## src/rfa_pkg.sv

```systemverilog
// Package: operation codes, widths and queue types for the register file ALU.
`default_nettype none
package rfa_pkg;
  localparam int DATA_W = 32;
  localparam int IDX_W = 4;
  localparam int MODE_W = 4;
  localparam int NUM_REGS_DEF = 16;

  localparam logic [MODE_W-1:0] OP_ADD = 4'd0;
  localparam logic [MODE_W-1:0] OP_SUB = 4'd1;
  localparam logic [MODE_W-1:0] OP_MUL = 4'd2;
  localparam logic [MODE_W-1:0] OP_DIV = 4'd3;
  localparam logic [MODE_W-1:0] OP_AND = 4'd4;
  localparam logic [MODE_W-1:0] OP_OR = 4'd5;
  localparam logic [MODE_W-1:0] OP_XOR = 4'd6;
  localparam logic [MODE_W-1:0] OP_MOV = 4'd7;
  localparam logic [MODE_W-1:0] OP_CMP = 4'd8;
  localparam logic [MODE_W-1:0] OP_WRITE = 4'd9;
  localparam logic [MODE_W-1:0] OP_READ = 4'd10;

  typedef struct packed {
    logic [MODE_W-1:0] mode;
    logic [IDX_W-1:0] dest_index;
    logic [IDX_W-1:0] src_index;
    logic [DATA_W-1:0] write_value;
    logic is_div;
  } cmd_t;
endpackage
`default_nettype wire

```

## src/rfa_front.sv

```systemverilog
// Front end: accepts and classifies commands; a two-entry queue holds one at a time.
`default_nettype none
module rfa_front import rfa_pkg::*; (
  input wire clk,
  input wire rst,
  input wire start,
  input wire [MODE_W-1:0] mode,
  input wire [IDX_W-1:0] dest_index,
  input wire [IDX_W-1:0] src_index,
  input wire [DATA_W-1:0] write_value,
  output logic busy,
  output logic q_valid,
  output cmd_t q_cmd,
  input wire q_pop
);
  cmd_t slot [2];
  logic rd_ptr, wr_ptr;
  logic [1:0] count;
  logic push;

  assign push = start && !busy;
  // one item in flight keeps the register read order exact
  assign busy = (count != 2'd0);
  assign q_valid = (count != 2'd0);
  assign q_cmd = slot[rd_ptr];

  always_ff @(posedge clk) begin
    if (push) begin
      slot[wr_ptr] <= '{mode: mode, dest_index: dest_index, src_index: src_index,
                        write_value: write_value, is_div: (mode == OP_DIV)};
    end
    if (rst) begin
      rd_ptr <= 1'b0;
      wr_ptr <= 1'b0;
      count <= 2'd0;
    end else begin
      if (push) wr_ptr <= ~wr_ptr;
      if (q_pop) rd_ptr <= ~rd_ptr;
      count <= count + {1'b0, push} - {1'b0, q_pop};
    end
  end
endmodule
`default_nettype wire

```

## src/rfa_div.sv

```systemverilog
// Radix-2 restoring unsigned divider, one quotient bit per cycle.
`default_nettype none
module rfa_div import rfa_pkg::*; (
  input wire clk,
  input wire rst,
  input wire go,
  input wire [DATA_W-1:0] dividend,
  input wire [DATA_W-1:0] divisor,
  output logic done,
  output logic [DATA_W-1:0] quotient
);
  localparam int CNT_W = $clog2(DATA_W + 1);
  logic [DATA_W-1:0] rem, quo, dvs;
  logic [CNT_W-1:0] cnt;
  logic running;
  logic [DATA_W:0] trial;

  assign trial = {rem, quo[DATA_W-1]} - {1'b0, dvs};
  assign quotient = quo;

  always_ff @(posedge clk) begin
    if (rst) begin
      running <= 1'b0;
      done <= 1'b0;
      cnt <= '0;
    end else begin
      done <= 1'b0;
      if (go) begin
        running <= 1'b1;
        cnt <= CNT_W'(DATA_W);
        rem <= '0;
        quo <= dividend;
        dvs <= divisor;
      end else if (running) begin
        if (trial[DATA_W]) begin
          rem <= {rem[DATA_W-2:0], quo[DATA_W-1]};
          quo <= {quo[DATA_W-2:0], 1'b0};
        end else begin
          rem <= trial[DATA_W-1:0];
          quo <= {quo[DATA_W-2:0], 1'b1};
        end
        cnt <= cnt - 1'b1;
        if (cnt == CNT_W'(1)) begin
          running <= 1'b0;
          done <= 1'b1;
        end
      end
    end
  end
endmodule
`default_nettype wire

```

## src/rfa_back.sv

```systemverilog
// Back end: register file, flags, ALU sequencer and result strobe.
`default_nettype none
module rfa_back import rfa_pkg::*; #(
  parameter int NUM_REGS = NUM_REGS_DEF
) (
  input wire clk,
  input wire rst,
  input wire q_valid,
  input cmd_t q_cmd,
  output logic q_pop,
  output logic done,
  output logic [DATA_W-1:0] result_value,
  output logic zero_flag,
  output logic sign_flag,
  output logic overflow_flag,
  output logic divide_error
);
  localparam logic [2:0] S_IDLE = 3'd0;
  localparam logic [2:0] S_EXEC = 3'd1;
  localparam logic [2:0] S_MUL = 3'd2;
  localparam logic [2:0] S_DIV = 3'd3;
  localparam logic [2:0] S_DIVW = 3'd4;
  localparam int AW = (NUM_REGS > 1) ? $clog2(NUM_REGS) : 1;

  logic [DATA_W-1:0] regs [NUM_REGS];
  logic [NUM_REGS-1:0] valid;
  logic [2:0] state;
  logic zb, sb, ob;
  logic [DATA_W-1:0] a, b;
  logic [2*DATA_W-1:0] prod;
  logic neg;
  logic div_go, div_done;
  logic [DATA_W-1:0] div_q;
  logic in_a, in_b;
  logic [IDX_W-1:0] di, si;
  logic [AW-1:0] da, sa;

  assign di = q_cmd.dest_index;
  assign si = q_cmd.src_index;
  assign da = AW'(di);
  assign sa = AW'(si);
  assign in_a = ({28'd0, di} < 32'(NUM_REGS));
  assign in_b = ({28'd0, si} < 32'(NUM_REGS));

  rfa_div u_div (
    .clk(clk), .rst(rst), .go(div_go),
    .dividend(a[DATA_W-1] ? -a : a), .divisor(b[DATA_W-1] ? -b : b),
    .done(div_done), .quotient(div_q)
  );

  assign div_go = (state == S_DIV);

  always_ff @(posedge clk) begin
    logic [DATA_W-1:0] res;
    logic wr, zs;
    logic ov;
    logic fin;
    res = '0;
    wr = 1'b0;
    zs = 1'b0;
    ov = ob;
    fin = 1'b0;
    if (rst) begin
      state <= S_IDLE;
      valid <= '0;
      zb <= 1'b0;
      sb <= 1'b0;
      ob <= 1'b0;
      done <= 1'b0;
      q_pop <= 1'b0;
    end else begin
      case (state)
        S_IDLE: begin
          if (q_valid && !q_pop) begin
            a <= (in_a && valid[da]) ? regs[da] : '0;
            b <= (in_b && valid[sa]) ? regs[sa] : '0;
            state <= S_EXEC;
          end
        end
        S_EXEC: begin
          divide_error <= q_cmd.is_div && (b == '0);
          case (q_cmd.mode)
            OP_ADD: begin
              res = a + b; ov = (a[31] ^ res[31]) & (b[31] ^ res[31]);
              wr = 1'b1; zs = 1'b1;
            end
            OP_SUB, OP_CMP: begin
              res = a - b; ov = (a[31] ^ b[31]) & (a[31] ^ res[31]);
              wr = (q_cmd.mode == OP_SUB); zs = 1'b1;
            end
            OP_AND, OP_OR, OP_XOR: begin
              res = (q_cmd.mode == OP_AND) ? (a & b) :
                    (q_cmd.mode == OP_OR) ? (a | b) : (a ^ b);
              ov = 1'b0; wr = 1'b1; zs = 1'b1;
            end
            OP_MOV: begin res = b; wr = 1'b1; end
            OP_WRITE: begin res = q_cmd.write_value; wr = 1'b1; end
            OP_READ: res = a;
            default: res = '0;
          endcase
          if (q_cmd.mode == OP_MUL) begin
            prod <= $signed(a) * $signed(b);
            state <= S_MUL;
          end else if (q_cmd.is_div) begin
            if (b == '0) begin
              res = '0;
            end else begin
              neg <= a[31] ^ b[31];
              state <= S_DIV;
            end
          end
          if (q_cmd.mode != OP_MUL && !(q_cmd.is_div && b != '0)) begin
            state <= S_IDLE;
            fin = 1'b1;
          end
        end
        S_MUL: begin
          res = prod[DATA_W-1:0];
          ov = (prod[2*DATA_W-1:DATA_W-1] != '0) && (prod[2*DATA_W-1:DATA_W-1] != '1);
          wr = 1'b1; zs = 1'b1;
          state <= S_IDLE; fin = 1'b1;
        end
        S_DIV: state <= S_DIVW;
        S_DIVW: begin
          if (div_done) begin
            res = neg ? -div_q : div_q;
            ov = 1'b0; wr = 1'b1; zs = 1'b1;
            state <= S_IDLE; fin = 1'b1;
          end
        end
        default: state <= S_IDLE;
      endcase
      done <= fin;
      q_pop <= fin;
      if (zs) begin
        zb <= (res == '0);
        sb <= res[31];
        ob <= ov;
      end
      if (wr && in_a) begin
        regs[da] <= res;
        valid[da] <= 1'b1;
      end
      if (state == S_EXEC || state == S_MUL || (state == S_DIVW && div_done)) begin
        result_value <= res;
        zero_flag <= zs ? (res == '0) : zb;
        sign_flag <= zs ? res[31] : sb;
        overflow_flag <= zs ? ov : ob;
      end
    end
  end
endmodule
`default_nettype wire

```

## src/register_file_alu_with_flags.sv

```systemverilog
// Top level of the register file ALU with status flags.
// Command channel: a beat is taken at a clock edge with start high and busy low.
// mode, dest_index, src_index and write_value form the beat.
// Result channel: done is high for one cycle with result_value and the flags;
// the receiver cannot stall it.
// One command is in flight at a time. From accept to done a command passes the
//   front queue slot, the operand read in S_IDLE and S_EXEC, which ends add,
//   sub, logic, mov, cmp, write, read and divide by zero; mul goes on to S_MUL
//   (registered multiply) and div to S_DIV and S_DIVW (one quotient bit per
//   cycle in the divider).
// busy stays high from accept through the result strobe cycle and drops in the
// cycle after it, so the next beat can be taken in the cycle after the strobe.
// Reset clears the internal flag state and marks every register as zero through
// valid bits; no clearing pass is needed.
`default_nettype none
module register_file_alu_with_flags import rfa_pkg::*; #(
  parameter int NUM_REGS = NUM_REGS_DEF
) (
  input wire clk,
  input wire rst,
  input wire start,
  output logic busy,
  input wire [MODE_W-1:0] mode,
  input wire [IDX_W-1:0] dest_index,
  input wire [IDX_W-1:0] src_index,
  input wire signed [DATA_W-1:0] write_value,
  output logic done,
  output logic signed [DATA_W-1:0] result_value,
  output logic zero_flag,
  output logic sign_flag,
  output logic overflow_flag,
  output logic divide_error
);
  logic q_valid, q_pop;
  cmd_t q_cmd;

  rfa_front u_front (
    .clk(clk), .rst(rst), .start(start), .mode(mode), .dest_index(dest_index),
    .src_index(src_index), .write_value(write_value), .busy(busy),
    .q_valid(q_valid), .q_cmd(q_cmd), .q_pop(q_pop)
  );

  rfa_back #(.NUM_REGS(NUM_REGS)) u_back (
    .clk(clk), .rst(rst), .q_valid(q_valid), .q_cmd(q_cmd), .q_pop(q_pop),
    .done(done), .result_value(result_value), .zero_flag(zero_flag),
    .sign_flag(sign_flag), .overflow_flag(overflow_flag), .divide_error(divide_error)
  );
endmodule
`default_nettype wire

```

## config.mk

```make
export PLATFORM = sky130hd
export DESIGN_NAME = register_file_alu_with_flags
export DESIGN_NICKNAME = d
export VERILOG_FILES = /design/src/rfa_pkg.sv /design/src/rfa_front.sv /design/src/rfa_div.sv /design/src/rfa_back.sv /design/src/register_file_alu_with_flags.sv
export SDC_FILE = /design/constraint.sdc
export NUM_CORES = 2
export LEC_CHECK = 0
export ABC_AREA = 1
export CAP_MARGIN = 20
export CORE_MARGIN = 2
export CORE_UTILIZATION = 29
export CTS_CLUSTER_SIZE = 10
export DETAILED_ROUTE_END_ITERATION = 12
export DONT_BUFFER_PORTS = 1
export SYNTH_ARGS = -nofsm -noshare
export SYNTH_HDL_FRONTEND = slang
export SYNTH_HIERARCHICAL = 1
export SYNTH_SLANG_ARGS = --single-unit
```

## constraint.sdc

```tcl
create_clock -name clk -period 9.9 [get_ports clk]
set_input_delay 2.97 -clock clk [delete_from_list [all_inputs] [get_ports clk]]
set_output_delay 2.97 -clock clk [all_outputs]
set_load 0.005 [all_outputs]
```

==> out/results.ini <==
[yosys]
synth_warnings=6
postSynthCellCount=10700
synth.area.top_cells=edfxtp_1 29%, fa_1 24%, nand2_1 10%
synth_area_per_cell_um2=8.34
synth_ff_type=edfxtp_1
synth.top_cell.area_share_pct=29.1
synth_edf_count=863
ys_ff_latch=899
yosysTopAreaCell=edfxtp_1
syn_area_mm2=0.0890
synth.distinct_cells=65
synth_fp_nets=12100
seq_area_frac_synth_pct=29.9
postSynth.asyncResetShare_pct=0

[sta]
fin_skew_ps=114
finalHoldViolCount=0
rsz0062_at_grt=false
post-route-period-util_pct=93.6
fmax_mhz=108
setup_violations=0
slew_viol_final=0
slew_headroom_pct=18.2
period_minus_slack_ps=9270
setup-tns-final_ps=0
setup_slack_ps=632
tightest_slew_ps=1220

[worst_hold_path]
hold_path_class=reg -> reg

[cells_and_area]
final_nets=11900
fillers=32000
final_cell_mix=2440 x nand2_1, 2415 x inv_1, 1085 x fa_1
instances_no_fill=14600
multi_input_area_mm2=0.0512
regArea_mm2=0.0266
layout-drive-gt1-share_pct=5.00
final_common_cell=nand2_1
area_growth_pct=9.28
final_util_pct=31.8

[setup_path]
crit_type=reg -> reg
crit_fanout=16
end_kind=flip-flop
critPathSlowestCell=edfxtp_1
slowest_delay_ps=910
reg2reg_slack_ps=630
required_ps=10450
worst_setup_path_start_kind=flip-flop
worst_path_most_repeated_cell=fa_1
arrival_ps=9820

[global_route]
antenna_found_initial=20
grt-ovfl-total=0
grt_pass1_vias=72100
use_met1_pct=27.1
use_met3_pct=3.82
grt_max_degree=194
use_met2_pct=32.3
grt_usage_pct=20.4
grt_pass1_wl_um=475000
grt-busiest-layer=met2

[placement]
port_buffers=0
dp_hpwl_um=236000
dp.cells=14400
pre_cts_ws_ps=598
gp_congestion=1.00

[floorplanning]
die_w_um=558
start_util_pct=29.1
rows=203
io_pins=85
fp.dieArea_mm2=0.311
core-area_mm2=0.306
die_h_um=558

[clocking]
cts_buffer_depth=3
cts_tree=built
htreeDepth=3
ctsHoldBuffers=0
clockRootBuffer=clkbuf_16
cts_setup_buffers=0
worstSkewPairLatency_ps=840
numCtsBuffers=110
clkSlewWorstSetupHoldPaths_ps=60
cts.sinks=899
post_cts_resized=0

[detailed_routing]
viasPerCell=4.97
detail-route-antenna-nets=0
drc=0
drt_iter0_markers=8534
drt_wl_total_um=320000
first_pass_iters=8
dr_total_vias=72600
wl_per_cell_um=21.9

[job]
maxCapViolations=0

[run_status]
status=completed

[per-layer routing]
layer / wire (µm) / share of wire [%]
met2: 144000 / 45
met5: 52 / 0.016
met4: 16200 / 5.0
met3: 29700 / 9.3
met1: 130000 / 41
[logic make-up (layout without fill, tap and decap cells)]
kind of cell               Yosys count  count (layout)  synth area share [%]
and+or+nand+nor                   3631            3631                  16.6
AOI/OAI and AO/OA                 1543            1543                  9.39
other                                0               7                     0
adders and majority gates         1403            1403                  28.9
buffers and inverters             2986            2822                  12.8
muxes                               53              53                 0.828
DFF                                899             899                  29.9
xor gates and xnor gates           157             157                  1.54
[final timing paths]
kind,from,cells after the start,end
max,u_back/a[10]$_SDFFCE_PN0P_,26,u_back/prod[48]$_DFFE_PP_
min reg2reg,u_back/sb$_SDFF_PP0_,2,u_back/sb$_SDFF_PP0_
min,u_back/sb$_SDFF_PP0_,2,u_back/sb$_SDFF_PP0_
max reg2reg,u_back/a[10]$_SDFFCE_PN0P_,26,u_back/prod[48]$_DFFE_PP_
[metrics by stage]
stage               hold slack, ps  instance area [µm²]
global route                   506                97300
detailed placement             463                93900
CTS                            472                97200
floorplan                      451                89000
finish                         474                97300
global placement               456                93900
[registers in the layout, indices dropped and copies added, names as in the netlist, 2 cells and up, named ones only]
register	flops
u_back/u_div/cnt	6
u_back/u_div/dvs	32
u_back/a	32
u_front/slot	90
u_back/valid	16
u_front/count	2
u_back/b	32
u_back/state	3
u_back/regs	512
u_back/u_div/rem	32
u_back/u_div/quotient	32
u_back/result_value	32
u_back/prod	64
[critical path: cells and delay by family (launching register included)]
family	cells	cell delay (ps)
AOI/OAI and AO/OA	3	1890
xor gates and xnor gates	1	90
and+or+nand+nor	5	770
DFF	1	910
buffers and inverters	7	840
adders and majority gates	10	4480
[cells in the mapped netlist (11+ instances only)]
| library cell | count |
|---|---|
| nand2_1 | 2444 |
| buf_1 | 39 |
| nand4_1 | 71 |
| buf_2 | 46 |
| nor3_1 | 37 |
| nand3b_1 | 11 |
| xor2_1 | 120 |
| mux2_4 | 40 |
| inv_1 | 2419 |
| fa_1 | 1085 |
| a21oi_1 | 494 |
| a31oi_1 | 21 |
| a41oi_1 | 31 |
| o221ai_1 | 24 |
| clkbuf_1 | 443 |
| inv_2 | 11 |
| nor2_2 | 11 |
| ha_1 | 318 |
| edfxtp_1 | 863 |
| nand2_2 | 30 |
| a22oi_1 | 12 |
| o22ai_1 | 83 |
| nor2_1 | 549 |
| nor4_1 | 25 |
| o21ai_0 | 771 |
| nand3_1 | 409 |
| o211ai_1 | 45 |
| xnor2_1 | 37 |
| dfxtp_1 | 36 |
| buf_6 | 12 |
| and2_1 | 13 |
[final cells by class]
| class | count | share of cell area (%) |
|---|---|---|
| antenna | 7 | 0.0180 |
| clock buffer | 143 | 3.02 |
| tap | 4100 | 5.27 |
| multi-input combinational | 6787 | 52.7 |
| timing repair buffer | 212 | 1.83 |
| inverter | 2439 | 9.42 |
| sequential | 899 | 27.4 |
| clock inverter | 28 | 0.399 |
Power is not shown: default switching activity piles up to over one toggle a cycle in this logic, so the estimate is an artifact.
